--- src/hw/rtl/cpe_pkg.sv ---
// Package for the 6502 instruction execute core.
// Holds opcode codes, flag masks, payload structs and shared types; no dependencies.
package cpe_pkg;

  localparam int unsigned StackDepth = 256;
  localparam int unsigned AddrBits   = 3;

  localparam logic [5:0] OP_ADC = 6'd0;
  localparam logic [5:0] OP_AND = 6'd1;
  localparam logic [5:0] OP_ASL = 6'd2;
  localparam logic [5:0] OP_BCC = 6'd3;
  localparam logic [5:0] OP_BCS = 6'd4;
  localparam logic [5:0] OP_BEQ = 6'd5;
  localparam logic [5:0] OP_BIT = 6'd6;
  localparam logic [5:0] OP_BMI = 6'd7;
  localparam logic [5:0] OP_BNE = 6'd8;
  localparam logic [5:0] OP_BPL = 6'd9;
  localparam logic [5:0] OP_BRK = 6'd10;
  localparam logic [5:0] OP_BVC = 6'd11;
  localparam logic [5:0] OP_BVS = 6'd12;
  localparam logic [5:0] OP_CLC = 6'd13;
  localparam logic [5:0] OP_CLD = 6'd14;
  localparam logic [5:0] OP_CLI = 6'd15;
  localparam logic [5:0] OP_CLV = 6'd16;
  localparam logic [5:0] OP_CMP = 6'd17;
  localparam logic [5:0] OP_CPX = 6'd18;
  localparam logic [5:0] OP_CPY = 6'd19;
  localparam logic [5:0] OP_DEC = 6'd20;
  localparam logic [5:0] OP_DEX = 6'd21;
  localparam logic [5:0] OP_DEY = 6'd22;
  localparam logic [5:0] OP_EOR = 6'd23;
  localparam logic [5:0] OP_INC = 6'd24;
  localparam logic [5:0] OP_INX = 6'd25;
  localparam logic [5:0] OP_INY = 6'd26;
  localparam logic [5:0] OP_JMP = 6'd27;
  localparam logic [5:0] OP_JSR = 6'd28;
  localparam logic [5:0] OP_LDA = 6'd29;
  localparam logic [5:0] OP_LDX = 6'd30;
  localparam logic [5:0] OP_LDY = 6'd31;
  localparam logic [5:0] OP_LSR = 6'd32;
  localparam logic [5:0] OP_NOP = 6'd33;
  localparam logic [5:0] OP_ORA = 6'd34;
  localparam logic [5:0] OP_PHA = 6'd35;
  localparam logic [5:0] OP_PHP = 6'd36;
  localparam logic [5:0] OP_PLA = 6'd37;
  localparam logic [5:0] OP_PLP = 6'd38;
  localparam logic [5:0] OP_ROL = 6'd39;
  localparam logic [5:0] OP_ROR = 6'd40;
  localparam logic [5:0] OP_RTI = 6'd41;
  localparam logic [5:0] OP_RTS = 6'd42;
  localparam logic [5:0] OP_SBC = 6'd43;
  localparam logic [5:0] OP_SEC = 6'd44;
  localparam logic [5:0] OP_SED = 6'd45;
  localparam logic [5:0] OP_SEI = 6'd46;
  localparam logic [5:0] OP_STA = 6'd47;
  localparam logic [5:0] OP_STX = 6'd48;
  localparam logic [5:0] OP_STY = 6'd49;
  localparam logic [5:0] OP_TAX = 6'd50;
  localparam logic [5:0] OP_TAY = 6'd51;
  localparam logic [5:0] OP_TSX = 6'd52;
  localparam logic [5:0] OP_TXA = 6'd53;
  localparam logic [5:0] OP_TXS = 6'd54;
  localparam logic [5:0] OP_TYA = 6'd55;

  localparam int unsigned FC = 0;
  localparam int unsigned FZ = 1;
  localparam int unsigned FI = 2;
  localparam int unsigned FD = 3;
  localparam int unsigned FB = 4;
  localparam int unsigned FU = 5;
  localparam int unsigned FV = 6;
  localparam int unsigned FN = 7;

  localparam logic [7:0] PushMask = 8'h30;
  localparam logic [7:0] SpReset  = 8'hFD;
  localparam logic [7:0] PReset   = 8'h24;

  localparam logic [AddrBits-1:0] REG_BRK_VECTOR = 3'd0;

  typedef struct packed {
    logic [5:0]  opcode;
    logic [7:0]  operand;
    logic [15:0] effective_address;
    logic        accumulator_mode;
    logic [15:0] next_pc;
  } item_t;

  typedef struct packed {
    logic        write_enable;
    logic [15:0] write_address;
    logic [7:0]  write_data;
    logic [15:0] new_pc;
    logic [7:0]  flags_out;
    logic [7:0]  acc_out;
    logic [7:0]  x_out;
    logic [7:0]  y_out;
    logic [7:0]  sp_out;
  } result_t;

  typedef struct packed {
    logic [7:0] a;
    logic [7:0] x;
    logic [7:0] y;
    logic [7:0] sp;
    logic [7:0] p;
  } regs_t;

  typedef struct packed {
    logic       wr;
    logic       rd;
    logic [7:0] addr;
    logic [7:0] wdata;
  } stk_req_t;

endpackage

--- src/hw/rtl/cpe_ram.sv ---
// Generic single-port synchronous RAM with registered read data.
// No dependencies.
module cpe_ram #(
  parameter int unsigned WIDTH = 8,
  parameter int unsigned DEPTH = 256
) (
  input  logic                     clk,
  input  logic                     we,
  input  logic                     re,
  input  logic [$clog2(DEPTH)-1:0] addr,
  input  logic [WIDTH-1:0]         wdata,
  output logic [WIDTH-1:0]         rdata
);

  logic [WIDTH-1:0] mem [DEPTH];

  always_ff @(posedge clk) begin
    if (we) begin
      mem[addr] <= wdata;
    end
    if (re) begin
      rdata <= mem[addr];
    end
  end

endmodule

--- src/hw/rtl/cpe_exec.sv ---
// Execute logic: next register values, result and stack access for each step.
// Depends on cpe_pkg.
module cpe_exec import cpe_pkg::*; (
  input  item_t       cur,
  input  regs_t       regs,
  input  logic [1:0]  step,
  input  logic [7:0]  b0,
  input  logic [7:0]  b1,
  input  logic [7:0]  rd,
  input  logic [15:0] brk_vector,
  output regs_t       regs_next,
  output result_t     res,
  output logic [1:0]  last,
  output stk_req_t    req
);

  function automatic logic [7:0] set_nz(input logic [7:0] p, input logic [7:0] v);
    logic [7:0] q;
    q     = p;
    q[FZ] = (v == 8'd0);
    q[FN] = v[7];
    return q;
  endfunction

  always_comb begin
    logic [7:0]  m;
    logic [7:0]  m2;
    logic [8:0]  sum;
    logic [7:0]  cr;
    logic [8:0]  diff;
    logic [7:0]  sv;
    logic [7:0]  shv;
    logic        shc;
    logic [15:0] pc;
    logic [15:0] jt;
    logic [15:0] btgt;
    logic [7:0]  pushp;
    logic [7:0]  pullp;
    logic [7:0]  push_addr;
    logic [7:0]  pull_addr;
    logic        we;
    logic [7:0]  wd;

    m         = cur.operand;
    m2        = (cur.opcode == OP_SBC) ? ~m : m;
    sum       = {1'b0, regs.a} + {1'b0, m2} + {8'd0, regs.p[FC]};
    cr        = (cur.opcode == OP_CPX) ? regs.x : ((cur.opcode == OP_CPY) ? regs.y : regs.a);
    diff      = {1'b0, cr} - {1'b0, m};
    sv        = cur.accumulator_mode ? regs.a : m;
    pc        = cur.next_pc;
    jt        = pc - 16'd1;
    btgt      = pc + {{8{m[7]}}, m};
    pushp     = regs.p | PushMask;
    push_addr = regs.sp - {6'd0, step};
    pull_addr = regs.sp + {6'd0, step} + 8'd1;
    pullp     = (((step == 2'd1) ? rd : b0) & ~PushMask) | (regs.p & PushMask);
    we        = 1'b0;
    wd        = 8'd0;
    shv       = 8'd0;
    shc       = 1'b0;
    regs_next = regs;
    last      = 2'd0;
    req       = '0;

    unique case (cur.opcode)
      OP_ADC, OP_SBC: begin
        regs_next.a     = sum[7:0];
        regs_next.p     = set_nz(regs.p, sum[7:0]);
        regs_next.p[FC] = sum[8];
        regs_next.p[FV] = (sum[7] ^ regs.a[7]) & (sum[7] ^ m2[7]);
      end
      OP_AND: begin
        regs_next.a = regs.a & m;
        regs_next.p = set_nz(regs.p, regs.a & m);
      end
      OP_EOR: begin
        regs_next.a = regs.a ^ m;
        regs_next.p = set_nz(regs.p, regs.a ^ m);
      end
      OP_ORA: begin
        regs_next.a = regs.a | m;
        regs_next.p = set_nz(regs.p, regs.a | m);
      end
      OP_ASL, OP_LSR, OP_ROL, OP_ROR: begin
        case (cur.opcode)
          OP_ASL: begin
            shc = sv[7];
            shv = {sv[6:0], 1'b0};
          end
          OP_ROL: begin
            shc = sv[7];
            shv = {sv[6:0], regs.p[FC]};
          end
          OP_LSR: begin
            shc = sv[0];
            shv = {1'b0, sv[7:1]};
          end
          default: begin
            shc = sv[0];
            shv = {regs.p[FC], sv[7:1]};
          end
        endcase
        regs_next.p     = set_nz(regs.p, shv);
        regs_next.p[FC] = shc;
        if (cur.accumulator_mode) begin
          regs_next.a = shv;
        end else begin
          we = 1'b1;
          wd = shv;
        end
      end
      OP_BCC: pc = regs.p[FC] ? pc : btgt;
      OP_BCS: pc = regs.p[FC] ? btgt : pc;
      OP_BEQ: pc = regs.p[FZ] ? btgt : pc;
      OP_BNE: pc = regs.p[FZ] ? pc : btgt;
      OP_BMI: pc = regs.p[FN] ? btgt : pc;
      OP_BPL: pc = regs.p[FN] ? pc : btgt;
      OP_BVS: pc = regs.p[FV] ? btgt : pc;
      OP_BVC: pc = regs.p[FV] ? pc : btgt;
      OP_BIT: begin
        regs_next.p[FZ] = ((regs.a & m) == 8'd0);
        regs_next.p[FV] = m[6];
        regs_next.p[FN] = m[7];
      end
      OP_BRK: begin
        last      = 2'd2;
        req.wr    = 1'b1;
        req.addr  = push_addr;
        case (step)
          2'd0:    req.wdata = pc[15:8];
          2'd1:    req.wdata = pc[7:0];
          default: req.wdata = pushp;
        endcase
        regs_next.sp    = regs.sp - 8'd3;
        regs_next.p[FB] = 1'b0;
        regs_next.p[FI] = 1'b1;
        pc              = brk_vector;
      end
      OP_CLC: regs_next.p[FC] = 1'b0;
      OP_CLD: regs_next.p[FD] = 1'b0;
      OP_CLI: regs_next.p[FI] = 1'b0;
      OP_CLV: regs_next.p[FV] = 1'b0;
      OP_SEC: regs_next.p[FC] = 1'b1;
      OP_SED: regs_next.p[FD] = 1'b1;
      OP_SEI: regs_next.p[FI] = 1'b1;
      OP_CMP, OP_CPX, OP_CPY: begin
        regs_next.p[FC] = ~diff[8];
        regs_next.p[FZ] = (cr == m);
        regs_next.p[FN] = diff[7];
      end
      OP_DEC: begin
        regs_next.p = set_nz(regs.p, m - 8'd1);
        we          = 1'b1;
        wd          = m - 8'd1;
      end
      OP_INC: begin
        regs_next.p = set_nz(regs.p, m + 8'd1);
        we          = 1'b1;
        wd          = m + 8'd1;
      end
      OP_DEX: begin
        regs_next.x = regs.x - 8'd1;
        regs_next.p = set_nz(regs.p, regs.x - 8'd1);
      end
      OP_DEY: begin
        regs_next.y = regs.y - 8'd1;
        regs_next.p = set_nz(regs.p, regs.y - 8'd1);
      end
      OP_INX: begin
        regs_next.x = regs.x + 8'd1;
        regs_next.p = set_nz(regs.p, regs.x + 8'd1);
      end
      OP_INY: begin
        regs_next.y = regs.y + 8'd1;
        regs_next.p = set_nz(regs.p, regs.y + 8'd1);
      end
      OP_JMP: pc = cur.effective_address;
      OP_JSR: begin
        last         = 2'd1;
        req.wr       = 1'b1;
        req.addr     = push_addr;
        req.wdata    = (step == 2'd0) ? jt[15:8] : jt[7:0];
        regs_next.sp = regs.sp - 8'd2;
        pc           = cur.effective_address;
      end
      OP_LDA: begin
        regs_next.a = m;
        regs_next.p = set_nz(regs.p, m);
      end
      OP_LDX: begin
        regs_next.x = m;
        regs_next.p = set_nz(regs.p, m);
      end
      OP_LDY: begin
        regs_next.y = m;
        regs_next.p = set_nz(regs.p, m);
      end
      OP_PHA, OP_PHP: begin
        req.wr       = 1'b1;
        req.addr     = push_addr;
        req.wdata    = (cur.opcode == OP_PHA) ? regs.a : pushp;
        regs_next.sp = regs.sp - 8'd1;
      end
      OP_PLA: begin
        last         = 2'd1;
        req.rd       = (step == 2'd0);
        req.addr     = pull_addr;
        regs_next.sp = regs.sp + 8'd1;
        regs_next.a  = rd;
        regs_next.p  = set_nz(regs.p, rd);
      end
      OP_PLP: begin
        last         = 2'd1;
        req.rd       = (step == 2'd0);
        req.addr     = pull_addr;
        regs_next.sp = regs.sp + 8'd1;
        regs_next.p  = pullp;
      end
      OP_RTS: begin
        last         = 2'd2;
        req.rd       = (step != 2'd2);
        req.addr     = pull_addr;
        regs_next.sp = regs.sp + 8'd2;
        pc           = {rd, b0} + 16'd1;
      end
      OP_RTI: begin
        last         = 2'd3;
        req.rd       = (step != 2'd3);
        req.addr     = pull_addr;
        regs_next.sp = regs.sp + 8'd3;
        regs_next.p  = pullp;
        pc           = {rd, b1};
      end
      OP_STA: begin
        we = 1'b1;
        wd = regs.a;
      end
      OP_STX: begin
        we = 1'b1;
        wd = regs.x;
      end
      OP_STY: begin
        we = 1'b1;
        wd = regs.y;
      end
      OP_TAX: begin
        regs_next.x = regs.a;
        regs_next.p = set_nz(regs.p, regs.a);
      end
      OP_TAY: begin
        regs_next.y = regs.a;
        regs_next.p = set_nz(regs.p, regs.a);
      end
      OP_TSX: begin
        regs_next.x = regs.sp;
        regs_next.p = set_nz(regs.p, regs.sp);
      end
      OP_TXA: begin
        regs_next.a = regs.x;
        regs_next.p = set_nz(regs.p, regs.x);
      end
      OP_TXS: regs_next.sp = regs.x;
      OP_TYA: begin
        regs_next.a = regs.y;
        regs_next.p = set_nz(regs.p, regs.y);
      end
      default: begin
      end
    endcase

    res.write_enable  = we;
    res.write_address = we ? cur.effective_address : 16'd0;
    res.write_data    = wd;
    res.new_pc        = pc;
    res.flags_out     = regs_next.p;
    res.acc_out       = regs_next.a;
    res.x_out         = regs_next.x;
    res.y_out         = regs_next.y;
    res.sp_out        = regs_next.sp;
  end

endmodule

--- src/hw/rtl/cpe_outq.sv ---
// Two-entry result queue between the execute sequencer and the result channel.
// Depends on cpe_pkg.
module cpe_outq import cpe_pkg::*; (
  input  logic    clk,
  input  logic    rst,
  input  logic    push,
  input  result_t push_data,
  output logic    full,
  output logic    pop,
  output logic    result_valid,
  input  logic    result_stall,
  output result_t result
);

  result_t    slot [2];
  logic [1:0] count;
  logic       rptr;
  logic       wptr;

  assign result_valid = (count != 2'd0);
  assign result       = slot[rptr];
  assign pop          = result_valid && !result_stall;
  assign full         = (count == 2'd2);

  always_ff @(posedge clk) begin
    if (rst) begin
      count <= 2'd0;
      rptr  <= 1'b0;
      wptr  <= 1'b0;
    end else begin
      if (push) begin
        wptr <= ~wptr;
      end
      if (pop) begin
        rptr <= ~rptr;
      end
      count <= count + {1'b0, push} - {1'b0, pop};
    end
    if (push) begin
      slot[wptr] <= push_data;
    end
  end

endmodule

--- src/hw/rtl/cpu6502_instruction_execute_core.sv ---
// 6502 instruction execute core: one decoded instruction per transaction.
// JSR, PLA, PLP, BRK, RTS and RTI run as a sequence of steps, as the stack
// RAM has a single port. A result goes through the result queue, and a new
// transaction is taken only as the current one finishes; a full queue holds both.
// Reset (rst, synchronous) clears A/X/Y, loads SP 0xFD and status 0x24, and
// clears the stack valid bits at once, so no clearing pass is needed.
module cpu6502_instruction_execute_core import cpe_pkg::*; (
  input  logic                clk,
  input  logic                rst,
  input  logic                item_valid,
  output logic                item_stall,
  input  item_t               item,
  output logic                result_valid,
  input  logic                result_stall,
  output result_t             result,
  input  logic                psel,
  input  logic                penable,
  input  logic                pwrite,
  input  logic [AddrBits-1:0] paddr,
  input  logic [31:0]         pwdata,
  output logic [31:0]         prdata,
  output logic                pready
);

  // The current instruction sits in cur while its steps run. Architectural
  // registers change only at the final step, so each step addresses the stack
  // relative to the SP the instruction started with.
  item_t       cur;
  logic        cur_valid;
  logic [1:0]  step;
  logic [7:0]  b0;
  logic [7:0]  b1;
  regs_t       regs;
  logic [15:0] brk_vector;

  regs_t       regs_next;
  result_t     res;
  logic [1:0]  last;
  stk_req_t    req;

  logic        q_full;
  logic        q_pop;
  logic        finish;
  logic        advance;
  logic        accept;

  // Stack page: RAM plus one valid bit per entry. An entry that was never
  // written reads as zero, which matches the cleared page after reset.
  logic            ram_we;
  logic            ram_re;
  logic [7:0]      ram_q;
  logic [StackDepth-1:0] vld;
  logic            vld_q;
  logic [7:0]      rd;

  assign rd = vld_q ? ram_q : 8'd0;

  cpe_exec u_exec (
    .cur        (cur),
    .regs       (regs),
    .step       (step),
    .b0         (b0),
    .b1         (b1),
    .rd         (rd),
    .brk_vector (brk_vector),
    .regs_next  (regs_next),
    .res        (res),
    .last       (last),
    .req        (req)
  );

  // The last step may wait for queue space; earlier steps always move on.
  // Reads are issued only on earlier steps, so the read data holds while
  // the final step waits.
  assign finish     = cur_valid && (step == last) && (!q_full || q_pop);
  assign advance    = cur_valid && (step != last);
  assign item_stall = cur_valid && !finish;
  assign accept     = item_valid && !item_stall;
  assign ram_we     = cur_valid && req.wr && ((step != last) || finish);
  assign ram_re     = cur_valid && req.rd;

  cpe_ram #(
    .WIDTH (8),
    .DEPTH (StackDepth)
  ) u_stack (
    .clk   (clk),
    .we    (ram_we),
    .re    (ram_re),
    .addr  (req.addr),
    .wdata (req.wdata),
    .rdata (ram_q)
  );

  cpe_outq u_outq (
    .clk          (clk),
    .rst          (rst),
    .push         (finish),
    .push_data    (res),
    .full         (q_full),
    .pop          (q_pop),
    .result_valid (result_valid),
    .result_stall (result_stall),
    .result       (result)
  );

  always_ff @(posedge clk) begin
    if (rst) begin
      cur_valid  <= 1'b0;
      step       <= 2'd0;
      regs.a     <= 8'd0;
      regs.x     <= 8'd0;
      regs.y     <= 8'd0;
      regs.sp    <= SpReset;
      regs.p     <= PReset;
      brk_vector <= 16'd0;
      vld        <= '0;
      vld_q      <= 1'b0;
    end else begin
      if (accept) begin
        cur_valid <= 1'b1;
      end else if (finish) begin
        cur_valid <= 1'b0;
      end
      if (finish) begin
        regs <= regs_next;
        step <= 2'd0;
      end else if (advance) begin
        step <= step + 2'd1;
      end
      if (ram_we) begin
        vld[req.addr] <= 1'b1;
      end
      if (ram_re) begin
        vld_q <= vld[req.addr];
      end
      if (psel && penable && pwrite && paddr[AddrBits-1:2] == REG_BRK_VECTOR[AddrBits-1:2]) begin
        brk_vector <= pwdata[15:0];
      end
    end
    if (accept) begin
      cur <= item;
    end
    // Pulled bytes come out of the registered RAM read; keep the early ones as later reads follow.
    if (advance && step == 2'd1) begin
      b0 <= rd;
    end
    if (advance && step == 2'd2) begin
      b1 <= rd;
    end
  end

  assign pready = 1'b1;
  assign prdata = (paddr[AddrBits-1:2] == REG_BRK_VECTOR[AddrBits-1:2]) ?
                  {16'd0, brk_vector} : 32'd0;

endmodule

--- config.mk ---
export PLATFORM = sky130hd
export DESIGN_NAME = cpu6502_instruction_execute_core
export DESIGN_NICKNAME = d
export VERILOG_FILES = /design/src/hw/rtl/cpe_pkg.sv /design/src/hw/rtl/cpe_ram.sv /design/src/hw/rtl/cpe_exec.sv /design/src/hw/rtl/cpe_outq.sv /design/src/hw/rtl/cpu6502_instruction_execute_core.sv
export SDC_FILE = /design/constraint.sdc
export NUM_CORES = 2
export LEC_CHECK = 0
export ABC_AREA = 1
export BUFFER_PORTS_ARGS = -buffer_cell sky130_fd_sc_hd__buf_2
export CORE_ASPECT_RATIO = 2
export CORE_UTILIZATION = 55
export CTS_CLUSTER_SIZE = 10
export DETAILED_ROUTE_END_ITERATION = 16
export GPL_ROUTABILITY_DRIVEN = 1
export PLACE_DENSITY_LB_ADDON = 0.08
export SLEW_MARGIN = 25
export SYNTH_ARGS = -nofsm -noshare
export SYNTH_HDL_FRONTEND = slang
export SYNTH_SLANG_ARGS = --single-unit
--- constraint.sdc ---
create_clock -name clk -period 33.5 [get_ports clk]
set_input_delay 1.675 -clock clk [delete_from_list [all_inputs] [get_ports clk]]
set_output_delay 1.675 -clock clk [all_outputs]
set_load 0.02 [all_outputs]
==> summary.txt <==
Placement
  • DP HPWL: 235000 um
  • Gpl congestion: 1.01
  • I/O Buffers: 168

Logic synthesis
  • Mapped Area: 0.109 sq mm
  • Largest cells by area after synthesis: edfxtp_1, nand2_1, dfxtp_1
  • Top FF cell, synth: edfxtp_1
  • Number of flops mapped to enable cells by yosys: 2279
  • Most frequent cell after synthesis: nand2_1
  • Area leader, netlist: edfxtp_1
  • Synth warn: 0
  • Distinct cells, synth: 63
  • Synth Instances: 10.0k
  • Commonest cells post-synth: nand2_1, edfxtp_1, nor2_1, nand4_1, inv_1
  • Seq/Total Area, Yosys: 68.7%
  • Ys async rst share: 0%
  • Syn_area_per_cell: 10.9 sq um
  • Share of the synthesized area in the top cell type: 62.9%
  • Register bit total from synthesis: 2599

Run status
  • Outcome: finished, final reports clean

Critical path
  • Reg-to-reg startpoint: cur[45]$_DFFE_PP_
  • CP max FO: 115
  • R2R depth: 22
  • CP required: 34190 ps
  • Worst reg2reg endpoint: u_stack.rdata[6]$_DFFE_PP_
  • CP Launch Type: register
  • R2R setup slack: 25560 ps
  • Crit path to: u_stack.rdata[6]$_DFFE_PP_
  • Kind of critical path: reg2reg
  • CP Launch Point: cur[45]$_DFFE_PP_
  • Crit end category: register
  • WP data arrival: 8640 ps

Routing
  • First drt pass iteration count: 8
  • Avg WL per Cell: 28.9 um
  • WL final: 374000 um
  • Vias post-DR: 78.7k
  • Routed Antenna Nets: 0
  • Vias per cell: 6.08
  • Initial drt markers: 7501
  • # DRC: 0

GRT
  • GRT Util Overall: 37.2%
  • Initial antenna violation count: 11
  • Grt total ovfl: 0
  • First-pass GRT wire length: 530000 um
  • Pin count of the biggest net entering global routing: 185
  • Number of global-route vias before repair: 77.2k

Final layout
  • P&R area growth vs syn: 11.2%
  • Number of fill cells in the layout: 15.8k
  • Core Util, Final: 61.6%
  • Multi-input logic area: 0.0303 sq mm
  • Layout cells sized above 1: 7.79%
  • NumNets Final: 10.3k
  • FF/Latch Area: 0.0748 sq mm

STA
  • Final worst path period share: 23.7%
  • Clock skew: 76.3 ps
  • Slew Limit Fails: 0
  • TNS Setup: 0 ps
  • Rel. slew slack: 19.2%
  • Final hold viol count: 0
  • Fmax: 126 MHz
  • Crit path time final: 7940 ps
  • RSZ-0062 raised after global routing: no
  • Final setup vio count: 0
  • Worst-Margin Slew: 1210 ps
  • Hold WS: 430 ps

CTS
  • Hold_buf cts: 0
  • CTS Buf Count: 303
  • PostCTS Resize Cnt: 0
  • CTS Sinks: 2599
  • CTS clk-pin slew, worst paths: 80 ps
  • H-tree depth: 5
  • Setup Buffers After CTS: 0
  • Clk Tree Root Cell: clkbuf_16
  • Worst skew pair latency: 880 ps
  • Clock Path Buffers: 4
  • CTS tree: built

Pwr
  • Peak supply drop: 0.0592 mV
  • PD cells: 59.9 mW/mm^2
  • Static leakage: 47.2 nW

Floorplanning
  • Full die area: 0.200 sq mm
  • Initial Util: 55.4%
  • Row count: 230
  • # IOs: 205
  • Area of the core: 0.197 sq mm
  • Die height: 631 um
  • Chip Width: 317 um

Worst hold path
  • Hold WC Path Type: reg2reg

Flow run
  • Max Cap Violations: 0
## cell type report
| cell class | count | share of cell area, % |
|---|---|---|
| well taps | 2552 | 2.64 |
| multi-input cells | 6451 | 25.1 |
| repair buffers | 313 | 1.75 |
| clock inverters | 11 | 0.129 |
| clock buffers | 522 | 7.08 |
| inverters | 477 | 1.52 |
| diodes | 9 | 0.0186 |
| flip-flops and latches | 2599 | 61.8 |
## worst min path at each step
stage / start / endpoint / slack [ps] / cells after the start
after floorplan: u_outq.count[1]$_SDFF_PP0_ / u_outq.count[1]$_SDFF_PP0_ / 420 / 1
after global placement: u_outq.rptr$_SDFFE_PP0P_ / register / 420 / 1
after detailed placement: u_outq.rptr$_SDFFE_PP0P_ / register / 440 / 1
after CTS: u_outq.rptr$_SDFFE_PP0P_ / register / 430 / 1
after global routing: u_outq.rptr$_SDFFE_PP0P_ / register / 470 / 1
final: u_outq.rptr$_SDFFE_PP0P_ / register / 430 / 1
## per-layer routing
metal,up-vias,track usage [%],share of wire (%)
li1,34900,-,-
met1,38200,39.9,33
met2,4262,63.3,50
met3,1306,5.82,7.6
met4,2,32.4,10
met5,-,0,0.0037
## power by group
group	total [W]	internal, W	switching [W]
combinational	0.000705	0.000166	0.000539
clock	0.00300	0.00174	0.00125
sequential	0.00355	0.00353	0.0000236
total	0.00725	0.00544	0.00182
## layout by cell type, fill, tap and decap left out, types with 9 or more instances in the layout
cell type,Yosys,final
mux2_2,80,80
o21ai_1,53,53
clkbuf_16,0,311
nor2_1,957,946
o2111ai_1,22,16
buf_12,0,11
o31ai_1,10,10
nor4_1,28,28
a221oi_1,21,21
o21ai_0,313,311
clkinv_1,32,32
ha_1,83,83
nand4_1,435,435
or2_2,11,11
o211ai_1,32,32
nand3_1,197,197
clkbuf_1,274,211
buf_4,25,129
a22oi_1,223,223
inv_2,27,19
nor3_1,65,64
inv_1,416,415
buf_2,153,167
nor2_2,11,17
diode_2,0,9
xor2_1,59,58
xnor2_1,10,10
conb_1,2,18
a21oi_1,193,193
o221ai_1,13,13
o22ai_1,72,72
edfxtp_1,2279,2279
dfxtp_1,320,319
nand2_1,3450,3450
## critical path: stages (launching register included)
cell,delay [ps]
edfxtp_1,460
nor2_2,530
nand3_1,720
nand2_1,350
nor2_4,120
nor2_2,210
nor2_8,60
buf_4,380
buf_4,440
nor2_4,350
buf_12,510
buf_4,730
buf_4,680
nand2_1,110
nand4_1,120
nand2_1,130
nand2_1,120
nor2_1,50
nor2_1,690
a21oi_1,190
nand2_1,330
nor2_1,90
nand2_1,100
## flip-flops by register name, indices dropped and copies added, names as in the netlist, named ones only
register and flops:
b0 8, b1 8, brk_vector 16, cur 47
cur_valid 1, regs 39, step 2, u_outq.count 2
u_outq.rptr 1, u_outq.slot 160, u_outq.wptr 1, u_stack.mem 2048
u_stack.rdata 8, vld 256, vld_q 1
## cells by family (layout without fill, tap and decap cells)
family / Yosys count / count (layout) / share of synthesized area (%)
other: 2 / 27 / 0.00690
adders and majority gates: 90 / 90 / 1.08
AOI/OAI and AO/OA: 1011 / 1011 / 5.72
buffers and inverters: 979 / 1323 / 3.65
xor gates and xnor gates: 69 / 69 / 0.555
muxes: 80 / 80 / 0.828
DFF: 2599 / 2599 / 68.7
and+or+nand+nor: 5183 / 5183 / 19.4
## stage by stage
step	setup WS (ps)	instance area, sq um	instances	power [W]
after floorplan	19910	109000	10000	0.00402
after global placement	25820	112000	12400	0.00430
after detailed placement	25820	112000	12400	0.00431
after CTS	25760	121000	12900	0.00726
after global routing	25490	121000	12900	0.00744
final	25560	121000	12900	0.00725
Power figures use the tool's default switching activity.
